### src/hw/rtl/cas_pkg.sv
package cas_pkg;

	localparam int PosW   = 24;
	localparam int PowW   = 16;
	localparam int TiltW  = 16;
	localparam int CfgW   = 24;
	localparam int CfgIdxW = 3;

	localparam logic signed [PowW-1:0] FullScale  = 16'sd16384;
	localparam logic signed [PowW-1:0] HomePower  = 16'sd1638;
	localparam logic signed [PowW-1:0] LevelPower = 16'sd3277;
	localparam logic [12:0] ManualScale = 13'd4915;
	localparam logic [7:0]  TickMax     = 8'd255;

	localparam logic [1:0] PISTON_OFF = 2'd0;
	localparam logic [1:0] PISTON_FWD = 2'd1;
	localparam logic [1:0] PISTON_REV = 2'd2;

	localparam logic [CfgIdxW-1:0] REG_RAISE_TARGET = 3'd0;
	localparam logic [CfgIdxW-1:0] REG_LOWER_TARGET = 3'd1;
	localparam logic [CfgIdxW-1:0] REG_CLIMB_TARGET = 3'd2;
	localparam logic [CfgIdxW-1:0] REG_PISTON_LIMIT = 3'd3;
	localparam logic [CfgIdxW-1:0] REG_TILT_BAND    = 3'd4;
	localparam logic [CfgIdxW-1:0] REG_DEADBAND     = 3'd5;
	localparam logic [CfgIdxW-1:0] REG_ZERO_TIMEOUT = 3'd6;
	localparam logic [CfgIdxW-1:0] REG_CLIMB_POWER  = 3'd7;

	typedef struct packed {
		logic signed [PosW-1:0]  left_pos;
		logic signed [PosW-1:0]  right_pos;
		logic [1:0]              limits;
		logic signed [TiltW-1:0] tilt;
		logic signed [PowW-1:0]  left_stick;
		logic signed [PowW-1:0]  right_stick;
		logic [4:0]              buttons;
		logic [2:0]              modes;
	} in_word_t;

	typedef struct packed {
		logic signed [PowW-1:0] left_power;
		logic signed [PowW-1:0] right_power;
		logic [1:0]             arm_piston;
		logic                   reset_encoders;
		logic                   homing_active;
		logic                   moving_arms;
		logic                   arms_raised;
		logic                   climbing_active;
		logic                   request_consumed;
	} out_word_t;

	// clamp a widened command to full scale
	function automatic logic signed [PowW-1:0] sat_cmd(input logic signed [PowW:0] v);
		logic signed [PowW:0] hi;
		logic signed [PowW:0] lo;
		hi = {1'b0, FullScale};
		lo = -hi;
		if (v > hi) begin
			sat_cmd = FullScale;
		end else if (v < lo) begin
			sat_cmd = -FullScale;
		end else begin
			sat_cmd = v[PowW-1:0];
		end
	endfunction

endpackage

### src/hw/rtl/climber_arm_sequencer.sv
// pipeline: a word is taken into the input register, then goes through the command logic
// into the result register; its result word is offered once that register is free
// throughput: one word per cycle, limited only by result_ready
// reset: arst_n asynchronously clears both handshakes, loads default registers and
// starts the homing sequence with motors stopped and piston off
module climber_arm_sequencer (
	input  logic                            clk,
	input  logic                            arst_n,
	input  logic                            item_valid,
	output logic                            item_ready,
	input  cas_pkg::in_word_t               item,
	output logic                            result_valid,
	input  logic                            result_ready,
	output cas_pkg::out_word_t              result,
	input  logic                            cfg_we,
	input  logic [cas_pkg::CfgIdxW-1:0]     cfg_index,
	input  logic [cas_pkg::CfgW-1:0]        cfg_data
);
	import cas_pkg::*;

	// configuration
	logic signed [PosW-1:0] raise_target_q, lower_target_q, climb_target_q, piston_limit_q;
	logic [14:0]            tilt_band_q, deadband_q;
	logic [7:0]             zero_timeout_q;
	logic signed [PowW-1:0] climb_power_q;

	// sequencer state
	logic                   homing_q, seq_run_q, raised_q, climb_on_q;
	logic [7:0]             homing_ticks_q;
	logic signed [PowW-1:0] left_cmd_q, right_cmd_q;
	logic [1:0]             piston_q;

	logic      valid_s1;
	in_word_t  item_s1;
	logic      out_valid_q;
	out_word_t out_q;
	logic      advance;

	// next-state values
	logic                   homing_n, seq_run_n, raised_n, climb_on_n;
	logic [7:0]             homing_ticks_n;
	logic signed [PowW-1:0] left_n, right_n;
	logic [1:0]             piston_n;
	logic                   pulse_n, consumed_n;

	logic signed [PowW-1:0] left_scaled, right_scaled;

	assign advance      = valid_s1 && (!out_valid_q || result_ready);
	assign item_ready   = !valid_s1 || advance;
	assign result_valid = out_valid_q;
	assign result       = out_q;

	function automatic logic signed [PowW-1:0] scale_stick(input logic signed [PowW-1:0] s);
		logic signed [PowW:0] wide;
		logic [PowW-1:0]      mag;
		logic [28:0]          prod;
		logic [14:0]          q;
		wide = {s[PowW-1], s};
		mag  = s[PowW-1] ? 16'(-wide) : s;
		prod = 29'(mag) * 29'(ManualScale);
		q    = 15'((prod + 29'd8192) >> 14);
		scale_stick = s[PowW-1] ? -$signed({1'b0, q}) : $signed({1'b0, q});
	endfunction

	always_comb begin
		left_scaled  = scale_stick(item_s1.left_stick);
		right_scaled = scale_stick(item_s1.right_stick);
	end

	always_comb begin
		logic                   lim_l, lim_r, climb_en, manual, auton;
		logic signed [PowW:0]   pw, npw;
		logic signed [PowW:0]   ls, rs, db;
		logic signed [TiltW:0]  tl, band;
		logic signed [PosW-1:0] lp, rp;
		lim_l    = item_s1.limits[0];
		lim_r    = item_s1.limits[1];
		climb_en = item_s1.modes[0];
		manual   = item_s1.modes[1];
		auton    = item_s1.modes[2];
		lp       = item_s1.left_pos;
		rp       = item_s1.right_pos;
		pw       = {climb_power_q[PowW-1], climb_power_q};
		npw      = -pw;
		ls       = {item_s1.left_stick[PowW-1], item_s1.left_stick};
		rs       = {item_s1.right_stick[PowW-1], item_s1.right_stick};
		db       = {2'b00, deadband_q};
		tl       = {item_s1.tilt[TiltW-1], item_s1.tilt};
		band     = {2'b00, tilt_band_q};

		homing_n       = homing_q;
		homing_ticks_n = homing_ticks_q;
		seq_run_n      = seq_run_q;
		raised_n       = raised_q;
		climb_on_n     = climb_on_q;
		left_n         = left_cmd_q;
		right_n        = right_cmd_q;
		piston_n       = piston_q;
		pulse_n        = 1'b0;
		consumed_n     = 1'b0;

		if (homing_q) begin
			if (homing_ticks_q != TickMax) begin
				homing_ticks_n = homing_ticks_q + 8'd1;
			end
			if (item_s1.buttons[0]) begin
				pulse_n  = 1'b1;
				left_n   = '0;
				right_n  = '0;
				homing_n = 1'b0;
			end else if (homing_ticks_n > zero_timeout_q && auton) begin
				left_n  = '0;
				right_n = '0;
			end else begin
				left_n  = lim_l ? '0 : HomePower;
				right_n = lim_r ? '0 : HomePower;
				if (lim_l && lim_r) begin
					pulse_n  = 1'b1;
					piston_n = PISTON_FWD;
					homing_n = 1'b0;
				end
			end
		end else if (manual) begin
			if (climb_en) begin
				climb_on_n = 1'b0;
				left_n     = (ls > db || ls < -db) ? left_scaled : '0;
				right_n    = (rs > db || rs < -db) ? right_scaled : '0;
				piston_n   = (lp < piston_limit_q || rp < piston_limit_q) ?
					PISTON_REV : PISTON_FWD;
			end
		end else if (climb_en) begin
			if (item_s1.buttons[3]) begin
				consumed_n = 1'b1;
				if (!climb_on_q && !raised_q && !seq_run_q) begin
					piston_n = item_s1.buttons[4] ? PISTON_FWD : PISTON_REV;
				end
			end
			if (item_s1.buttons[1]) begin
				seq_run_n = 1'b1;
			end

			if (seq_run_n && !raised_q) begin
				if (rp > raise_target_q || lp > raise_target_q) begin
					piston_n = PISTON_REV;
					left_n   = (lp > raise_target_q) ? sat_cmd(npw) : '0;
					right_n  = (rp > raise_target_q) ? sat_cmd(npw) : '0;
				end else begin
					left_n    = '0;
					right_n   = '0;
					raised_n  = 1'b1;
					seq_run_n = 1'b0;
				end
			end else if (seq_run_n && raised_q) begin
				// arms still below the lower target are driven toward it with the climb power
				if (rp < lower_target_q || lp < lower_target_q) begin
					left_n  = (lp < lower_target_q) ? sat_cmd(pw) : '0;
					right_n = (rp < lower_target_q) ? sat_cmd(pw) : '0;
				end else begin
					left_n    = '0;
					right_n   = '0;
					piston_n  = PISTON_FWD;
					raised_n  = 1'b0;
					seq_run_n = 1'b0;
				end
			end

			if (item_s1.buttons[2]) begin
				climb_on_n = 1'b1;
			end

			if (climb_on_n) begin
				if (lp < climb_target_q || rp < climb_target_q) begin
					// tilt on the band edge holds the commands
					if (tl < band && tl > -band) begin
						left_n  = sat_cmd(pw);
						right_n = sat_cmd(pw);
					end else if (tl > band) begin
						left_n  = sat_cmd(pw);
						right_n = '0;
					end else if (tl < -band) begin
						left_n  = '0;
						right_n = sat_cmd(pw);
					end
				end else begin
					if (tl > band) begin
						left_n = LevelPower;
					end else if (tl < -band) begin
						left_n = -LevelPower;
					end else begin
						left_n  = '0;
						right_n = '0;
					end
				end
			end
		end
	end

	always_ff @(posedge clk or negedge arst_n) begin
		if (!arst_n) begin
			raise_target_q <= -24'sd20480;
			lower_target_q <= -24'sd1280;
			climb_target_q <= -24'sd7680;
			piston_limit_q <= -24'sd2560;
			tilt_band_q    <= 15'd1024;
			deadband_q     <= 15'd1638;
			zero_timeout_q <= 8'd75;
			climb_power_q  <= 16'sd4915;
		end else if (cfg_we) begin
			case (cfg_index)
				REG_RAISE_TARGET: raise_target_q <= cfg_data;
				REG_LOWER_TARGET: lower_target_q <= cfg_data;
				REG_CLIMB_TARGET: climb_target_q <= cfg_data;
				REG_PISTON_LIMIT: piston_limit_q <= cfg_data;
				REG_TILT_BAND:    tilt_band_q    <= cfg_data[14:0];
				REG_DEADBAND:     deadband_q     <= cfg_data[14:0];
				REG_ZERO_TIMEOUT: zero_timeout_q <= cfg_data[7:0];
				REG_CLIMB_POWER:  climb_power_q  <= cfg_data[PowW-1:0];
				default: ;
			endcase
		end
	end

	always_ff @(posedge clk or negedge arst_n) begin
		if (!arst_n) begin
			homing_q       <= 1'b1;
			homing_ticks_q <= '0;
			seq_run_q      <= 1'b0;
			raised_q       <= 1'b0;
			climb_on_q     <= 1'b0;
			left_cmd_q     <= '0;
			right_cmd_q    <= '0;
			piston_q       <= PISTON_OFF;
			valid_s1       <= 1'b0;
			out_valid_q    <= 1'b0;
		end else begin
			if (item_ready) begin
				valid_s1 <= item_valid;
			end
			if (advance) begin
				out_valid_q    <= 1'b1;
				homing_q       <= homing_n;
				homing_ticks_q <= homing_ticks_n;
				seq_run_q      <= seq_run_n;
				raised_q       <= raised_n;
				climb_on_q     <= climb_on_n;
				left_cmd_q     <= left_n;
				right_cmd_q    <= right_n;
				piston_q       <= piston_n;
			end else if (result_ready) begin
				out_valid_q <= 1'b0;
			end
		end
	end

	always_ff @(posedge clk) begin
		if (item_valid && item_ready) begin
			item_s1 <= item;
		end
		if (advance) begin
			out_q.left_power       <= left_n;
			out_q.right_power      <= right_n;
			out_q.arm_piston       <= piston_n;
			out_q.reset_encoders   <= pulse_n;
			out_q.homing_active    <= homing_n;
			out_q.moving_arms      <= seq_run_n;
			out_q.arms_raised      <= raised_n;
			out_q.climbing_active  <= climb_on_n;
			out_q.request_consumed <= consumed_n;
		end
	end

	a_home_once: assert property (@(posedge clk) disable iff (!arst_n)
		!homing_q |=> !homing_q)
		else $error("homing restarted after it ended");

	a_ticks_hold: assert property (@(posedge clk) disable iff (!arst_n)
		!homing_q |=> $stable(homing_ticks_q))
		else $error("homing tick count moved outside homing");

	a_pulse_ends_homing: assert property (@(posedge clk) disable iff (!arst_n)
		(result_valid && result.reset_encoders) |-> !result.homing_active)
		else $error("encoder reset pulse while still homing");

	a_stall_has_item: assert property (@(posedge clk) disable iff (!arst_n)
		!item_ready |-> (valid_s1 && out_valid_q && !result_ready))
		else $error("input stalled without a blocked word");

	a_cmd_range: assert property (@(posedge clk) disable iff (!arst_n)
		result_valid |-> (result.left_power <= FullScale && result.left_power >= -FullScale
			&& result.right_power <= FullScale && result.right_power >= -FullScale))
		else $error("motor command beyond full scale");

endmodule

### config.mk
export PLATFORM = sky130hd
export DESIGN_NAME = climber_arm_sequencer
export DESIGN_NICKNAME = d
export VERILOG_FILES = /design/src/hw/rtl/cas_pkg.sv /design/src/hw/rtl/climber_arm_sequencer.sv
export SDC_FILE = /design/constraint.sdc
export NUM_CORES = 1
export LEC_CHECK = 0
export BUFFER_PORTS_ARGS = -buffer_cell sky130_fd_sc_hd__buf_4
export CORE_UTILIZATION = 50
export CTS_CLUSTER_SIZE = 28
export DETAILED_ROUTE_END_ITERATION = 8
export GPL_ROUTABILITY_DRIVEN = 1
export PLACE_DENSITY = 0.67
export SYNTH_ARGS = -nofsm -noshare
export SYNTH_HDL_FRONTEND = slang
export SYNTH_SLANG_ARGS = --single-unit
### constraint.sdc
create_clock -name clk -period 15.5 [get_ports clk]
set_input_delay 3.875 -clock clk [delete_from_list [all_inputs] [get_ports clk]]
set_output_delay 3.875 -clock clk [all_outputs]
set_load 0.005 [all_outputs]
**Word level (Yosys, flattened, before mapping)**

Index checks and enable logic that the tools add are counted.

- Add/sub/neg operators: 10
- Multiply operators: 2
- $lt $le $gt $ge: 21
- Equality and inequality tests: 8
- Muxes and demuxes: 103
- Bitwise logic cells: 1
- Reductions and logical operators: 34

Operator list:

| kind | count |
|---|---|
| two-way mux 16 bit | 44 |
| < comparator 24 bit | 6 |
| two-way mux 11 bit | 6 |
| adder 29 x 14 -> 29 bit (second input constant) | 2 |
| multiplier 16 x 13 -> 29 bit (second input constant) | 2 |
| < comparator 16 x 17 -> 1 bit | 3 |
| greater-than comparator 16 bit | 3 |
| greater-than comparator 24 bit | 2 |
| two-way mux 1 bit | 36 |
| negator 15 -> 17 bit | 2 |
| negator 15 -> 16 bit | 2 |
| negator 16 bit | 2 |
| two-way mux 2 bit | 15 |
| AND reduction 2 bit | 9 |
| greater-than comparator 16 x 17 -> 1 bit | 1 |
| greater-than comparator 17 x 16 -> 1 bit (second input constant) | 1 |
| < comparator 17 x 15 -> 1 bit (second input constant) | 1 |
| negator 16 -> 17 bit | 1 |
| greater-than comparator 16 bit (second input constant) | 1 |
| < comparator 16 x 15 -> 1 bit (second input constant) | 1 |
| < comparator 16 bit | 1 |
| two-way mux 8 bit | 2 |
| == test 3 bit (second input constant) | 4 |
| logical AND 1 bit | 9 |
| 11 further kinds | 23 |

- Register bits: 344
- Bits of input ports: 138
- Output and inout bits: 42
- Word-level logic and storage cells: 214

**Depth between registers and ports, before layout**

- Word-level depth: 15
- Depth in mapped cells: 31
- Depth with buffers taken out: 29

**Least setup slack after synthesis**

Ideal clock, no wire load.

- Kind: in2out
- From: in result_ready
- To: out item_ready
- Arrival time: 4.049 ns
- Path slack: 7.576 ns
- Stages: 1
- Path buffers: 0
- Cells stage by stage: nand3b_1

- Word-level cells in the longest chain between the ends: 3

Ends and longest elaborated chain:

| what | RTL line | text |
|---|---|---|
| from (decl) | climber_arm_sequencer.sv:13 | `input logic result_ready,` |
| logical OR 1 bit | climber_arm_sequencer.sv:48 | `assign advance = valid_s1 && (!out_valid_q \|\| result_ready);` |
| logical AND 1 bit | climber_arm_sequencer.sv:48 |  |
| logical OR 1 bit | climber_arm_sequencer.sv:49 | `assign item_ready = !valid_s1 \|\| advance;` |
| to (decl) | climber_arm_sequencer.sv:10 | `output logic item_ready,` |

Every way passes these cells.

**Worst setup path in the final report**

- From: reg item_s1[29] (netlist bit)
- To: reg, netlist name result[39]

- Word-level cells in the longest chain between the ends: 10
- Elaborated cells on any way between the ends: 13

Ends and longest elaborated chain:

| what | RTL line | text |
|---|---|---|
| from (decl) | climber_arm_sequencer.sv:34 | `in_word_t item_s1;` |
| from (signal assigned) | climber_arm_sequencer.sv:257 | `item_s1 <= item;` |
| negator 16 bit | climber_arm_sequencer.sv:59 | `mag = s[PowW-1] ? 16'(-wide) : s;` |
| two-way mux 16 bit | climber_arm_sequencer.sv:59 |  |
| multiplier 16 x 13 -> 29 bit | climber_arm_sequencer.sv:60 | `prod = 29'(mag) * 29'(ManualScale);` |
| adder 29 x 14 -> 29 bit | climber_arm_sequencer.sv:61 | `q = 15'((prod + 29'd8192) >> 14);` |
| negator 15 -> 16 bit | climber_arm_sequencer.sv:62 | `scale_stick = s[PowW-1] ? -$signed({1'b0, q}) : $signed({1'b0, q});` |
| two-way mux 16 bit | climber_arm_sequencer.sv:62 |  |
| two-way mux 16 bit * | climber_arm_sequencer.sv:126 | `left_n = (ls > db \|\| ls < -db) ? left_scaled : '0;` |
| two-way mux 16 bit * | climber_arm_sequencer.sv:124 | `if (climb_en) begin` |
| two-way mux 16 bit * | climber_arm_sequencer.sv:123 | `end else if (manual) begin` |
| two-way mux 16 bit * | climber_arm_sequencer.sv:102 | `if (homing_q) begin` |
| named net left_n[15] | climber_arm_sequencer.sv:42 | `logic signed [PowW-1:0] left_n, right_n;` |

The timed path passes the listed nets; every way through them passes the cells marked *.
A chain may end at the register's enable or synchronous reset.

==> results.json <==
{
  "cpPeakStageDelay_ps": 750,
  "htreeDepth": 2,
  "areaGrowthSynthToFinish_pct": 11.7,
  "gr-total-overflow": 0,
  "drive_above_1_share": 0.136,
  "wl_met1_mm": 38.0,
  "drtPass1Iterations": 8,
  "cp.arrival_ps": 9080,
  "tritoncts": "built",
  "diodes": 0,
  "dpl.hpwl_mm": 75.2,
  "synth_edf_count": 146,
  "dieArea_mm2": 0.0632,
  "ys_types": 90,
  "max_slew_margin": 0.299,
  "setup_viol": 0,
  "synthArstFlopShare": 0.576,
  "worst_pin_slew_ps": 1050,
  "fin_skew_ps": 26.9,
  "highest_layer": "met5",
  "routed-wl-met2_mm": 45.8,
  "critPathBufInv": 4,
  "fin_hold_ws_ps": 510,
  "final_period_minus_worst_setup_slack_ps": 8780,
  "grt_start_max_net_pins": 89,
  "syn_area_mm2": 0.0311,
  "routed_wirelength_mm": 93.7,
  "wire_per_inst_um": 22.0,
  "rows": 91,
  "detail-route-antenna-nets": 0,
  "insertion_delay_ps": 590,
  "cts_hold_buf": 0,
  "die_height_um": 251,
  "slew_viol_final": 0,
  "die_width_um": 251,
  "startpoint_type": "register",
  "dp_slack_ps": 6760,
  "root_buffer": "clkbuf_16",
  "mostFrequentLayoutCell": "ha_1",
  "final_cell_mix": "ha_1 (500), inv_1 (387), nand2_1 (272)",
  "clock_sinks": 344,
  "critPathTopFamily": "adder cells",
  "synth_seq_cells": 344,
  "clk_path_buf_depth": 3,
  "fin_crit_sh": 0.566,
  "initial_utilization": 0.505,
  "drt-vias-per-instance": 6.00,
  "finalSetupTns_ps": 0,
  "cts_resized": 0,
  "outcome": "finished clean",
  "coreArea_mm2": 0.0616,
  "clk_pin_slew_ps": 60,
  "grt_pass1_vias": 25700,
  "crit_path_top_delay_cell": "a221oi_1",
  "port_buffers": 179,
  "maxCapViolCount": 0,
  "routed-wl-met3_mm": 5.60,
  "crit_type": "reg2reg",
  "fmax_ghz": 0.114,
  "end_kind": "register",
  "gp_congestion": 1.02,
  "antenna_found_initial": 1,
  "post_cts_buffers": 0,
  "syn_inst": 3245,
  "cp.required_ps": 15800,
  "yosysWarnings": 0,
  "cp_max_fo": 9,
  "setup_ws_ps": 6720,
  "hp-class": "reg2reg",
  "synth_top_flop_cell": "edfxtp_1",
  "rsz0062_at_grt": "no",
  "syn-num-nets": 4003,
  "vias": 25600,
  "ioPinCount": 180,
  "nNetsFinal": 4145,
  "synth.avg_cell_area_um2": 9.59,
  "grt_util_all_layers": 0.296,
  "yosysSeqAreaShare": 0.303,
  "grt_pass1_wl_mm": 145,
  "cts_buffers": 43,
  "drc": 0,
  "drtIter0Drc": 1935,
  "timing_hold_violations_final": 0
}
-- per-layer routing --
metal | vias to the layer above | track usage
li1 | 12000 | -
met3 | 224 | 0.0413
met1 | 12400 | 0.369
met2 | 954 | 0.514
met4 | 2 | 0.125
met5 | - | 0
-- stage by stage --
step,utilization,instance area (µm²),std cells
after global routing,0.564,34700,4259
final,0.564,34700,4259
after floorplan,-,31100,3245
after detailed placement,0.541,33300,4179
after global placement,0.541,33300,4179
after CTS,0.564,34700,4259
-- flip-flops by register name, summed over array words and instances (netlist names) --
signal and cells:
item_s1 106, climb_on_q 1, deadband_q 15, seq_run_q 1, raised_q 1, right_cmd_q 16, piston_q 2, left_cmd_q 16
result_valid 1, result 40, homing_q 1, valid_s1 1, raise_target_q 24, tilt_band_q 15, zero_timeout_q 8, climb_power_q 16
piston_limit_q 24, homing_ticks_q 8, lower_target_q 24, climb_target_q 24
-- synth_stat cells, types with 39 or more instances --
master,count,area (µm²)
dfrtp_1,127,3180
clkbuf_1,94,353
o21ai_0,227,1140
nor3_1,65,325
nor2_1,138,518
dfstp_2,71,1870
nand2_1,272,1020
nand3_1,66,330
a211oi_1,39,293
xnor2_1,82,718
inv_1,387,1450
ha_1,500,6260
nand4_1,62,388
a21o_1,64,480
mux2_2,88,991
fa_1,120,2400
edfxtp_1,146,4380
a21oi_1,153,766
-- worst register-to-register path, delay by kind of cell, from the launching register on --
family	cells	cell delay [ps]
adders and majority gates	7	3180
AOI/OAI and AO/OA	9	2610
and+or+nand+nor	5	1570
DFF	1	500
xor gates and xnor gates	2	430
buffers and inverters	4	230
-- cells by family (layout without fill, tap and decap cells) --
logic type,count (synthesis),after routing,share of synthesized area
AND/OR/NAND/NOR,802,802,0.127
AO/OA/AOI/OAI,775,775,0.165
adder cells (fa/ha/maj),620,620,0.278
buffers and inverters,493,670,0.0598
flip-flops,344,344,0.303
XOR/XNOR,112,112,0.0315
multiplexers,99,99,0.0358
-- path summary, 6_finish.rpt --
kind | startpoint | end | slack (ps) | cells after the start
worst max-delay path | item_s1[29]$_DFFE_PP_ | result[39]$_DFFE_PP_ | 6720 | 27
worst min register to register | piston_limit_q[2]$_DFFE_PN0P_ | piston_limit_q[2]$_DFFE_PN0P_ | 510 | 1
worst max register to register | item_s1[29]$_DFFE_PP_ | result[39]$_DFFE_PP_ | 6720 | 27
min in group asynchronous | arst_n | zero_timeout_q[4]$_DFFE_PN0P_ | 3350 | 1
worst min-delay path | piston_limit_q[2]$_DFFE_PN0P_ | piston_limit_q[2]$_DFFE_PN0P_ | 510 | 1
max in group asynchronous | arst_n | tilt_band_q[4]$_DFFE_PN0P_ | 10890 | 2
-- area by class of cell --
type | count | area [µm²]
Fill cell | 5448 | 26900
Clock buffer | 57 | 1190
Sequential cell | 344 | 9430
Tap cell | 837 | 1050
Multi-Input combinational cell | 2408 | 19800
Clock inverter | 23 | 262
Timing Repair Buffer | 201 | 1520
Inverter | 389 | 1460
Power is left out: the tool's default activity adds up to more than one toggle a clock period on the data nets, which glitch-free logic cannot reach.
